[src/rtl/gaussian_blur_5x5_stream_assert.svh]
// Assertion macros for the 5x5 Gaussian blur stream.
// Each macro expects clk_i and rst_ni in the scope where it is used.
`ifndef GAUSSIAN_BLUR_5X5_STREAM_ASSERT_SVH
`define GAUSSIAN_BLUR_5X5_STREAM_ASSERT_SVH

// Same-cycle implication, disabled during reset.
`define GB5_ASSERT(lbl, prop, msg) \
  lbl: assert property (@(posedge clk_i) disable iff (!rst_ni) (prop)) else $error(msg);

// Trigger in one cycle implies consequence in the next, disabled during reset.
`define GB5_ASSERT_NEXT(lbl, trig, cons, msg) \
  lbl: assert property (@(posedge clk_i) disable iff (!rst_ni) (trig) |=> (cons)) else $error(msg);

`endif

[src/rtl/gb5_pkg.sv]
// Shared types and constants of the 5x5 Gaussian blur stream.
// No dependencies.
package gb5_pkg;

  localparam int unsigned PIX_W      = 8;
  localparam int unsigned ROW_W      = 13;
  localparam int unsigned CFG_W      = 16;
  localparam int unsigned CFG_IDX_W  = 3;
  localparam int unsigned COEF_W     = 16;
  localparam int unsigned KSIZE      = 5;
  localparam int unsigned MEM_ROWS   = 4;
  localparam int unsigned NCLS       = 6;
  localparam int unsigned CLS_W      = 11;
  localparam int unsigned PROD_W     = CLS_W + COEF_W;
  localparam int unsigned SUM_W      = PROD_W + 2;
  localparam int unsigned MAX_HEIGHT = 4096;
  localparam int unsigned PIX_MAX    = 255;
  localparam int unsigned ROW_MODE_W = 3;

  // Input command codes
  localparam logic CMD_PIXEL = 1'b0;
  localparam logic CMD_DRAIN = 1'b1;

  // Configuration register indexes
  localparam logic [CFG_IDX_W-1:0] CFG_IMAGE_WIDTH  = 3'd0;
  localparam logic [CFG_IDX_W-1:0] CFG_IMAGE_HEIGHT = 3'd1;
  localparam logic [CFG_IDX_W-1:0] CFG_COEF_DIST0   = 3'd2;
  localparam logic [CFG_IDX_W-1:0] CFG_COEF_DIST1   = 3'd3;
  localparam logic [CFG_IDX_W-1:0] CFG_COEF_DIST2   = 3'd4;
  localparam logic [CFG_IDX_W-1:0] CFG_COEF_DIST4   = 3'd5;
  localparam logic [CFG_IDX_W-1:0] CFG_COEF_DIST5   = 3'd6;
  localparam logic [CFG_IDX_W-1:0] CFG_COEF_DIST8   = 3'd7;

  // Distance classes (squared tap distance 0,1,2,4,5,8)
  localparam int unsigned CLS_D0 = 0;
  localparam int unsigned CLS_D1 = 1;
  localparam int unsigned CLS_D2 = 2;
  localparam int unsigned CLS_D4 = 3;
  localparam int unsigned CLS_D5 = 4;
  localparam int unsigned CLS_D8 = 5;

  // Row selection modes applied to a fetched column
  localparam logic [ROW_MODE_W-1:0] ROW_RAW  = 3'd0;
  localparam logic [ROW_MODE_W-1:0] ROW_TOP2 = 3'd1;
  localparam logic [ROW_MODE_W-1:0] ROW_TOP3 = 3'd2;
  localparam logic [ROW_MODE_W-1:0] ROW_BOT1 = 3'd3;
  localparam logic [ROW_MODE_W-1:0] ROW_BOT2 = 3'd4;

  typedef struct packed {
    logic             cmd;
    logic [PIX_W-1:0] pixel;
  } pix_in_t;

  typedef struct packed {
    logic [PIX_W-1:0] blurred;
    logic             last_of_frame;
  } pix_out_t;

  // One window column, index 0 is the top row
  typedef logic [KSIZE-1:0][PIX_W-1:0] col_t;
  // Last five fetched columns, index 0 is the newest
  typedef logic [KSIZE-1:0][KSIZE-1:0][PIX_W-1:0] hist_t;
  typedef logic [NCLS-1:0][COEF_W-1:0] coef_t;

  typedef struct packed {
    logic emit;
    logic last;
    logic left0;
    logic left1;
    logic right1;
    logic right0;
  } win_ctl_t;

  localparam logic [ROW_W-1:0] WIDTH_RST  = 13'd640;
  localparam logic [ROW_W-1:0] HEIGHT_RST = 13'd480;
  localparam coef_t COEF_RST = {16'd194, 16'd872, 16'd1437, 16'd3908, 16'd6443, 16'd10623};

endpackage

[src/rtl/gb5_filter.sv]
// Weighted-sum datapath: window select, class sums, products, final sum and output register.
// Depends on gb5_pkg.
module gb5_filter import gb5_pkg::*; #(
  parameter int unsigned COEF_FRAC_BITS = 16
) (
  input  logic     clk_i,
  input  logic     rst_ni,
  input  logic     adv_i,
  input  win_ctl_t ctl_i,
  input  hist_t    hist_i,
  input  coef_t    coef_i,
  output logic     valid_o,
  output pix_out_t data_o
);

  hist_t                        win;
  logic [NCLS-1:0][CLS_W-1:0]   cls_d, cls_q;
  logic [NCLS-1:0][PROD_W-1:0]  prod_d, prod_q;
  logic                         v3_q, last3_q, v4_q, last4_q, v5_q;
  logic [SUM_W-1:0]             sum_d, shr;
  pix_out_t                     res_d, res_q;

  // pick history columns; columns beyond the frame edge repeat the edge column
  always_comb begin
    win[2] = hist_i[2];
    win[0] = ctl_i.left0 ? hist_i[2] : (ctl_i.left1 ? hist_i[3] : hist_i[4]);
    win[1] = ctl_i.left0 ? hist_i[2] : hist_i[3];
    win[3] = ctl_i.right0 ? hist_i[2] : hist_i[1];
    win[4] = ctl_i.right0 ? hist_i[2] : (ctl_i.right1 ? hist_i[1] : hist_i[0]);
  end

  // sum the pixels that share one weight
  always_comb begin
    cls_d[CLS_D0] = CLS_W'(win[2][2]);
    cls_d[CLS_D1] = CLS_W'(win[1][2]) + CLS_W'(win[3][2]) + CLS_W'(win[2][1])
                  + CLS_W'(win[2][3]);
    cls_d[CLS_D2] = CLS_W'(win[1][1]) + CLS_W'(win[1][3]) + CLS_W'(win[3][1])
                  + CLS_W'(win[3][3]);
    cls_d[CLS_D4] = CLS_W'(win[0][2]) + CLS_W'(win[4][2]) + CLS_W'(win[2][0])
                  + CLS_W'(win[2][4]);
    cls_d[CLS_D5] = CLS_W'(win[0][1]) + CLS_W'(win[0][3]) + CLS_W'(win[4][1])
                  + CLS_W'(win[4][3]) + CLS_W'(win[1][0]) + CLS_W'(win[3][0])
                  + CLS_W'(win[1][4]) + CLS_W'(win[3][4]);
    cls_d[CLS_D8] = CLS_W'(win[0][0]) + CLS_W'(win[0][4]) + CLS_W'(win[4][0])
                  + CLS_W'(win[4][4]);
  end

  always_comb begin
    for (int k = 0; k < NCLS; k++) begin
      prod_d[k] = PROD_W'(cls_q[k]) * PROD_W'(coef_i[k]);
    end
  end

  always_comb begin
    sum_d = SUM_W'(prod_q[CLS_D0]) + SUM_W'(prod_q[CLS_D1]) + SUM_W'(prod_q[CLS_D2])
          + SUM_W'(prod_q[CLS_D4]) + SUM_W'(prod_q[CLS_D5]) + SUM_W'(prod_q[CLS_D8]);
    shr   = sum_d >> COEF_FRAC_BITS;
    res_d.blurred       = (shr > SUM_W'(PIX_MAX)) ? PIX_W'(PIX_MAX) : shr[PIX_W-1:0];
    res_d.last_of_frame = last4_q;
  end

  always_ff @(posedge clk_i or negedge rst_ni) begin
    if (!rst_ni) begin
      v3_q <= 1'b0;
      v4_q <= 1'b0;
      v5_q <= 1'b0;
    end else if (adv_i) begin
      v3_q <= ctl_i.emit;
      v4_q <= v3_q;
      v5_q <= v4_q;
    end
  end

  always_ff @(posedge clk_i) begin
    if (adv_i) begin
      cls_q   <= cls_d;
      last3_q <= ctl_i.last;
      prod_q  <= prod_d;
      last4_q <= last3_q;
      res_q   <= res_d;
    end
  end

  assign valid_o = v5_q;
  assign data_o  = res_q;

endmodule

[config.mk]
export PLATFORM = sky130hd
export DESIGN_NAME = gb5_filter
export DESIGN_NICKNAME = d
export VERILOG_FILES = /design/src/rtl/gaussian_blur_5x5_stream_assert.svh /design/src/rtl/gb5_pkg.sv /design/src/rtl/gb5_filter.sv
export SDC_FILE = /design/constraint.sdc
export NUM_CORES = 2
export LEC_CHECK = 0
export ABC_CLOCK_PERIOD_IN_PS = 6660
export BUFFER_PORTS_ARGS = -buffer_cell sky130_fd_sc_hd__buf_2
export CELL_PAD_IN_SITES_DETAIL_PLACEMENT = 0
export CELL_PAD_IN_SITES_GLOBAL_PLACEMENT = 1
export CORE_MARGIN = 8
export CORE_UTILIZATION = 40
export DETAILED_ROUTE_END_ITERATION = 8
export PLACE_DENSITY_LB_ADDON = 0.15
export SYNTH_ARGS = -nofsm -noshare
export SYNTH_HDL_FRONTEND = slang
export SYNTH_SLANG_ARGS = --single-unit
[constraint.sdc]
create_clock -name clk_i -period 6.66 [get_ports clk_i]
set_input_delay 1.332 -clock clk_i [delete_from_list [all_inputs] [get_ports clk_i]]
set_output_delay 1.332 -clock clk_i [all_outputs]
set_load 0.01 [all_outputs]
After elaboration in Yosys (flattened, before gate mapping)
Cells that the tools add are included.
W data, S select, Z words.
Word-level totals
  memory bits (read-only): 0
  bits in latches: 0
  logic and storage cells: 56
  bits in registers: 239
  RAM bits: 0
  output and inout bits: 10
  input bits: 305
  memories: 0
Operators by class
  $mul: 6
  divide/modulo/power cells: 0
  reduce and logical (&&, ||, !) cells: 0
  $add $sub $neg: 24
  eq/ne operators: 0
  order comparisons: 1
  mux-type cells: 6
  bitwise operators: 0
  shift-type cells: 0
Operators with widths (number)
  $mux W40: 6
  $mul A11 B16 Y27: 5
  $add A29 B27 Y29: 3
  $add A10 B8 Y11: 5
  $add A9 B8 Y10: 5
  $add A8 B8 Y9: 5
  $add A11 B8 Y11: 4
  $add A28 B27 Y29: 1
  $add A27 B27 Y28: 1
  $mul A8 B16 Y24: 1
  $gt A13 B8 Y1 const B: 1

Longest topological paths before layout
  depth in word-level cells: 9
  depth in mapped cells: 22
  mapped depth without buffers: 21

Worst setup path after synthesis
Ideal clock, no wire load.
  path type: input-to-reg
  from: input port coef_i[38] (netlist bit)
  to: register prod_q[80] (netlist bit) (data pin)
  arrival time: 6.378 ns
  buffers on the path: 1
  data required time: 6.525 ns
  library setup time: 0.135 ns
  stages: 20
  setup slack: 0.147 ns
  cells stage by stage: clkbuf_1 -> nand2_1 -> fa_1 -> inv_1 -> fa_1 -> fa_1 -> fa_1 -> inv_1 -> fa_1 -> inv_1 -> ha_1 -> nor3_1 -> or2b_1 -> a211oi_2 -> o31ai_2 -> nor3b_1 -> o31a_1 -> o21a_1 -> or4b_1 -> nand3_1
RTL lines
  from (decl): line gb5_filter.sv:11  | input coef_t coef_i,
  to (signal assigned): line gb5_filter.sv:78  | prod_q <= prod_d;
  to (decl): line gb5_filter.sv:18  | logic [NCLS-1:0][PROD_W-1:0] prod_d, prod_q;

==> results.md <==
* Status: finished clean
* Total number of cells along the worst setup path at 21
* Max_slew headroom at 38.6%
* CP startpoint: coef_i[37]
* Startpoint kind of the worst setup timing path: input port
* CP Capture Point: prod_q[80]
* Setup skew after layout at 0.0140 ns
* Detail-routed via count per cell at 4.81
* Total half-perimeter wirelength after legalization and detailed placement at 118000 um
* Flop-to-flop setup slack at 0.59 ns
* CP Capture Type: flop
* Commonest cells after routing, fill and taps aside: sky130_fd_sc_hd__inv_1, sky130_fd_sc_hd__fa_1, sky130_fd_sc_hd__nand2_1
* Height of the chip at 362 um
* Wire length of the first global-routing pass at 217000 um
* Final period util at 91.5%
* Post-detailed-route wirelength per cell at 19.4 um
* Clock tree from TritonCTS: done
* Max-cap check violation count at 0
* Cell-by-cell listing of the critical path: buf_2 -> and2_1 -> fa_1 -> inv_1 -> fa_1 -> inv_1 -> fa_1 -> fa_1 -> inv_1 -> fa_1 -> inv_1 -> ha_1 -> nor3_1 -> or2b_1 -> a211oi_2 -> o31ai_2 -> nor3b_1 -> o31a_1 -> o21a_1 -> or4b_1 -> nand3_1
* Sequential share of the synthesized area at 14.5%
* Top-level port count at 315
* Synthesis Warnings at 0
* Number of max-slew violations in the final report at 0
* Mean instance size in the synthesized netlist at 9.52 um^2
* Total of hold buffers inserted after clock tree synthesis at 0
* Slew at the pin closest to its max-slew limit at 0.920 ns
* Critical Path Slowest Stage Cell: sky130_fd_sc_hd__fa_1
* Worst setup slack before clock tree synthesis at -0.0756 ns
* RSZ-0062 raised after global routing: no
* Global route overflow at 0
* Largest net degree at the start of global routing at 99
* Arrival time reported for the critical path endpoint at 6.56 ns
* Post-synth EDFFs at 229
* Number of cells after detailed placement at 6925
* Count of unique library cells instantiated by Yosys at 64
* Worst path required time at 7.12 ns
* Total Neg Setup Slack at 0 ns
* Area Overhead vs Synth at 10.5%
* Start-to-end type of the worst setup path: input port to flop
* Synth Net Count at 6691
* Cell Rows at 127
* Remaining antenna violation count after routing at 0
* Starting density of the core at 40.1%
* Initial antenna violation count at 16
* Number of instances in the synthesized netlist at 5026
* Most used cell, CP: sky130_fd_sc_hd__fa_1
* GRT Resource Usage Total at 21.1%
* PostCTS Resize Cnt at 0
* Launching point of the worst reg2reg path: cls_q[35]
* Placeable Area at 119000 um^2
* Largest stage delay on the critical path at 0.55 ns
* Routed WL at 136000 um
* Synthesized area at 47800 um^2
* Post-CTS setup buffers at 0
* Via count of the first global-routing pass at 37.0k
* Clock buffers created by TritonCTS at 30
* Max FO, Critical Path at 4
* Predominant post-synthesis flop cell: sky130_fd_sc_hd__edfxtp_1
* Hold/Removal Path Class: flop to flop
* Length of the first detailed-routing pass in iterations at 5
* Remaining routing DRC violations at 0
* Synth Register Bits at 232
* Net count, final at 7010
* Worst setup slack after layout at 0.566 ns
* DIE AREA at 131000 um^2
* Insertion delay to the later sink of the worst-skew pair at 0.60 ns
* Buffers on Ports at 314
* Die X-Extent at 362 um
* Detailed Route Iter0 Violations at 1438
* FFs w/ async S/R, synth at 1.29%
* Root Driver: sky130_fd_sc_hd__clkbuf_16
* Commonest non-fill, non-tap cell in the layout: sky130_fd_sc_hd__inv_1
* Family of cells with the greatest summed delay on the critical path: adder cells
* Sinks on Clock Net at 232
* Post-route insts no fill at 6984
* Bufs on Longest Clock Path at 3
* Highest clock rate at 164 MHz
* Register clock-pin slew on the reported worst setup and hold paths at 0.06 ns
* Setup violations, final at 0
* Total count of hold-check failures in the final report at 0
* Layout cell share with drive strength beyond 1 at 9.65%
* Count of cells along the worst register-to-register path at 21
* Overall via count from detail_route at 33.6k
* Maximum level of the CTS H-tree at 1
* Buffering stage count on the worst path with inverters included at 5
* Worst r2r dst: prod_q[107]
* Final critical delay including setup and external delays at 6.09 ns
* Placer's final routability congestion estimate at 0.889
worst reg2reg max path, stage by stage (launching register included):
cell,delay (ns)
sky130_fd_sc_hd__edfxtp_1,0.81
sky130_fd_sc_hd__nand2_1,0.20
sky130_fd_sc_hd__fa_1,0.58
sky130_fd_sc_hd__inv_1,0.06
sky130_fd_sc_hd__fa_1,0.49
sky130_fd_sc_hd__inv_1,0.06
sky130_fd_sc_hd__fa_1,0.52
sky130_fd_sc_hd__inv_1,0.05
sky130_fd_sc_hd__fa_1,0.47
sky130_fd_sc_hd__inv_1,0.05
sky130_fd_sc_hd__fa_1,0.47
sky130_fd_sc_hd__inv_1,0.04
sky130_fd_sc_hd__ha_1,0.30
sky130_fd_sc_hd__and4_1,0.21
sky130_fd_sc_hd__nor2b_1,0.14
sky130_fd_sc_hd__a2111oi_0,0.33
sky130_fd_sc_hd__o21ai_0,0.19
sky130_fd_sc_hd__a21oi_1,0.24
sky130_fd_sc_hd__o21ai_0,0.16
sky130_fd_sc_hd__a21o_1,0.20
sky130_fd_sc_hd__a21oi_1,0.17
sky130_fd_sc_hd__xnor2_1,0.08
logic make-up after synthesis:
kind of cell    Yosys count  synth area share [%]
buf+inv                1361                  10.7
fa+ha+maj              1360                  49.3
simple gates           1288                  13.4
compound gates          491                  6.30
flops                   232                  14.5
xor+xnor                150                  2.75
mux                     144                  3.04
flip-flops by register name, indices dropped and copies added (netlist names):
register,count
prod_q,159
cls_q,59
data_o,9
last3_q,1
last4_q,1
v3_q,1
v4_q,1
valid_o,1
cell type report:
cell class / instances / area [um^2]
multi-input combinational: 3433 / 35800
fill: 11700 / 66500
clock buffer: 33 / 762
timing repair buffer: 447 / 2640
clock inverter: 23 / 198
tap: 1612 / 2020
antenna: 3 / 7.51
sequential: 232 / 6950
inverter: 1201 / 4510
layer usage:
metal	up-vias	track usage [%]	part of all wire, %
li1	16000	-	-
met1	16800	29.0	46
met2	651	35.7	47
met3	128	3.13	4.7
met4	10	4.03	2.1
met5	-	0	0.043
per-stage QoR:
step / utilization [%] / hold slack [ns] / area [um^2]
floorplan: - / 0.400 / 47800
global placement: 43.5 / 0.407 / 51900
detailed placement: 43.5 / 0.413 / 51900
CTS: 44.3 / 0.429 / 52800
global route: 44.3 / 0.439 / 52800
finish: 44.3 / 0.426 / 52800
cells in the mapped netlist, drive strengths merged, types with 5 or more instances:
cell / n / area, um^2
inv: 1201 / 4510
mux2: 11 / 124
o31ai: 8 / 65.1
o211ai: 5 / 42.5
nand4: 8 / 50.1
xnor2: 112 / 981
a31oi: 12 / 90.1
a21boi: 6 / 45.0
mux2i: 133 / 1330
buf: 20 / 75.1
clkbuf: 140 / 526
xor2: 38 / 333
o31a: 5 / 43.8
o21a: 20 / 150
nand2b: 17 / 106
nor3: 17 / 85.1
a21oi: 135 / 676
o21ai: 161 / 806
and2: 519 / 3250
edfxtp: 229 / 6880
a211oi: 21 / 168
nor2: 90 / 338
nor2b: 19 / 119
and3: 17 / 106
nand3: 24 / 120
a21o: 65 / 490
nand2: 558 / 2090
o21bai: 20 / 150
fa: 871 / 17400
a221oi: 6 / 52.6
ha: 489 / 6120
worst min-delay path by stage:
stage / start / to / slack (ns) / depth (start not counted)
CTS: last4_q / data_o[0] / 0.43 / 0
global placement: last4_q / data_o[0] / 0.41 / 0
floorplan: last4_q / data_o[0] / 0.40 / 0
detailed placement: last4_q / data_o[0] / 0.41 / 0
finish: last4_q / data_o[0] / 0.43 / 0
global route: last4_q / data_o[0] / 0.44 / 0
Power is left out: the tool's default activity adds up to more than one toggle a clock period on the data nets, which glitch-free logic cannot reach.
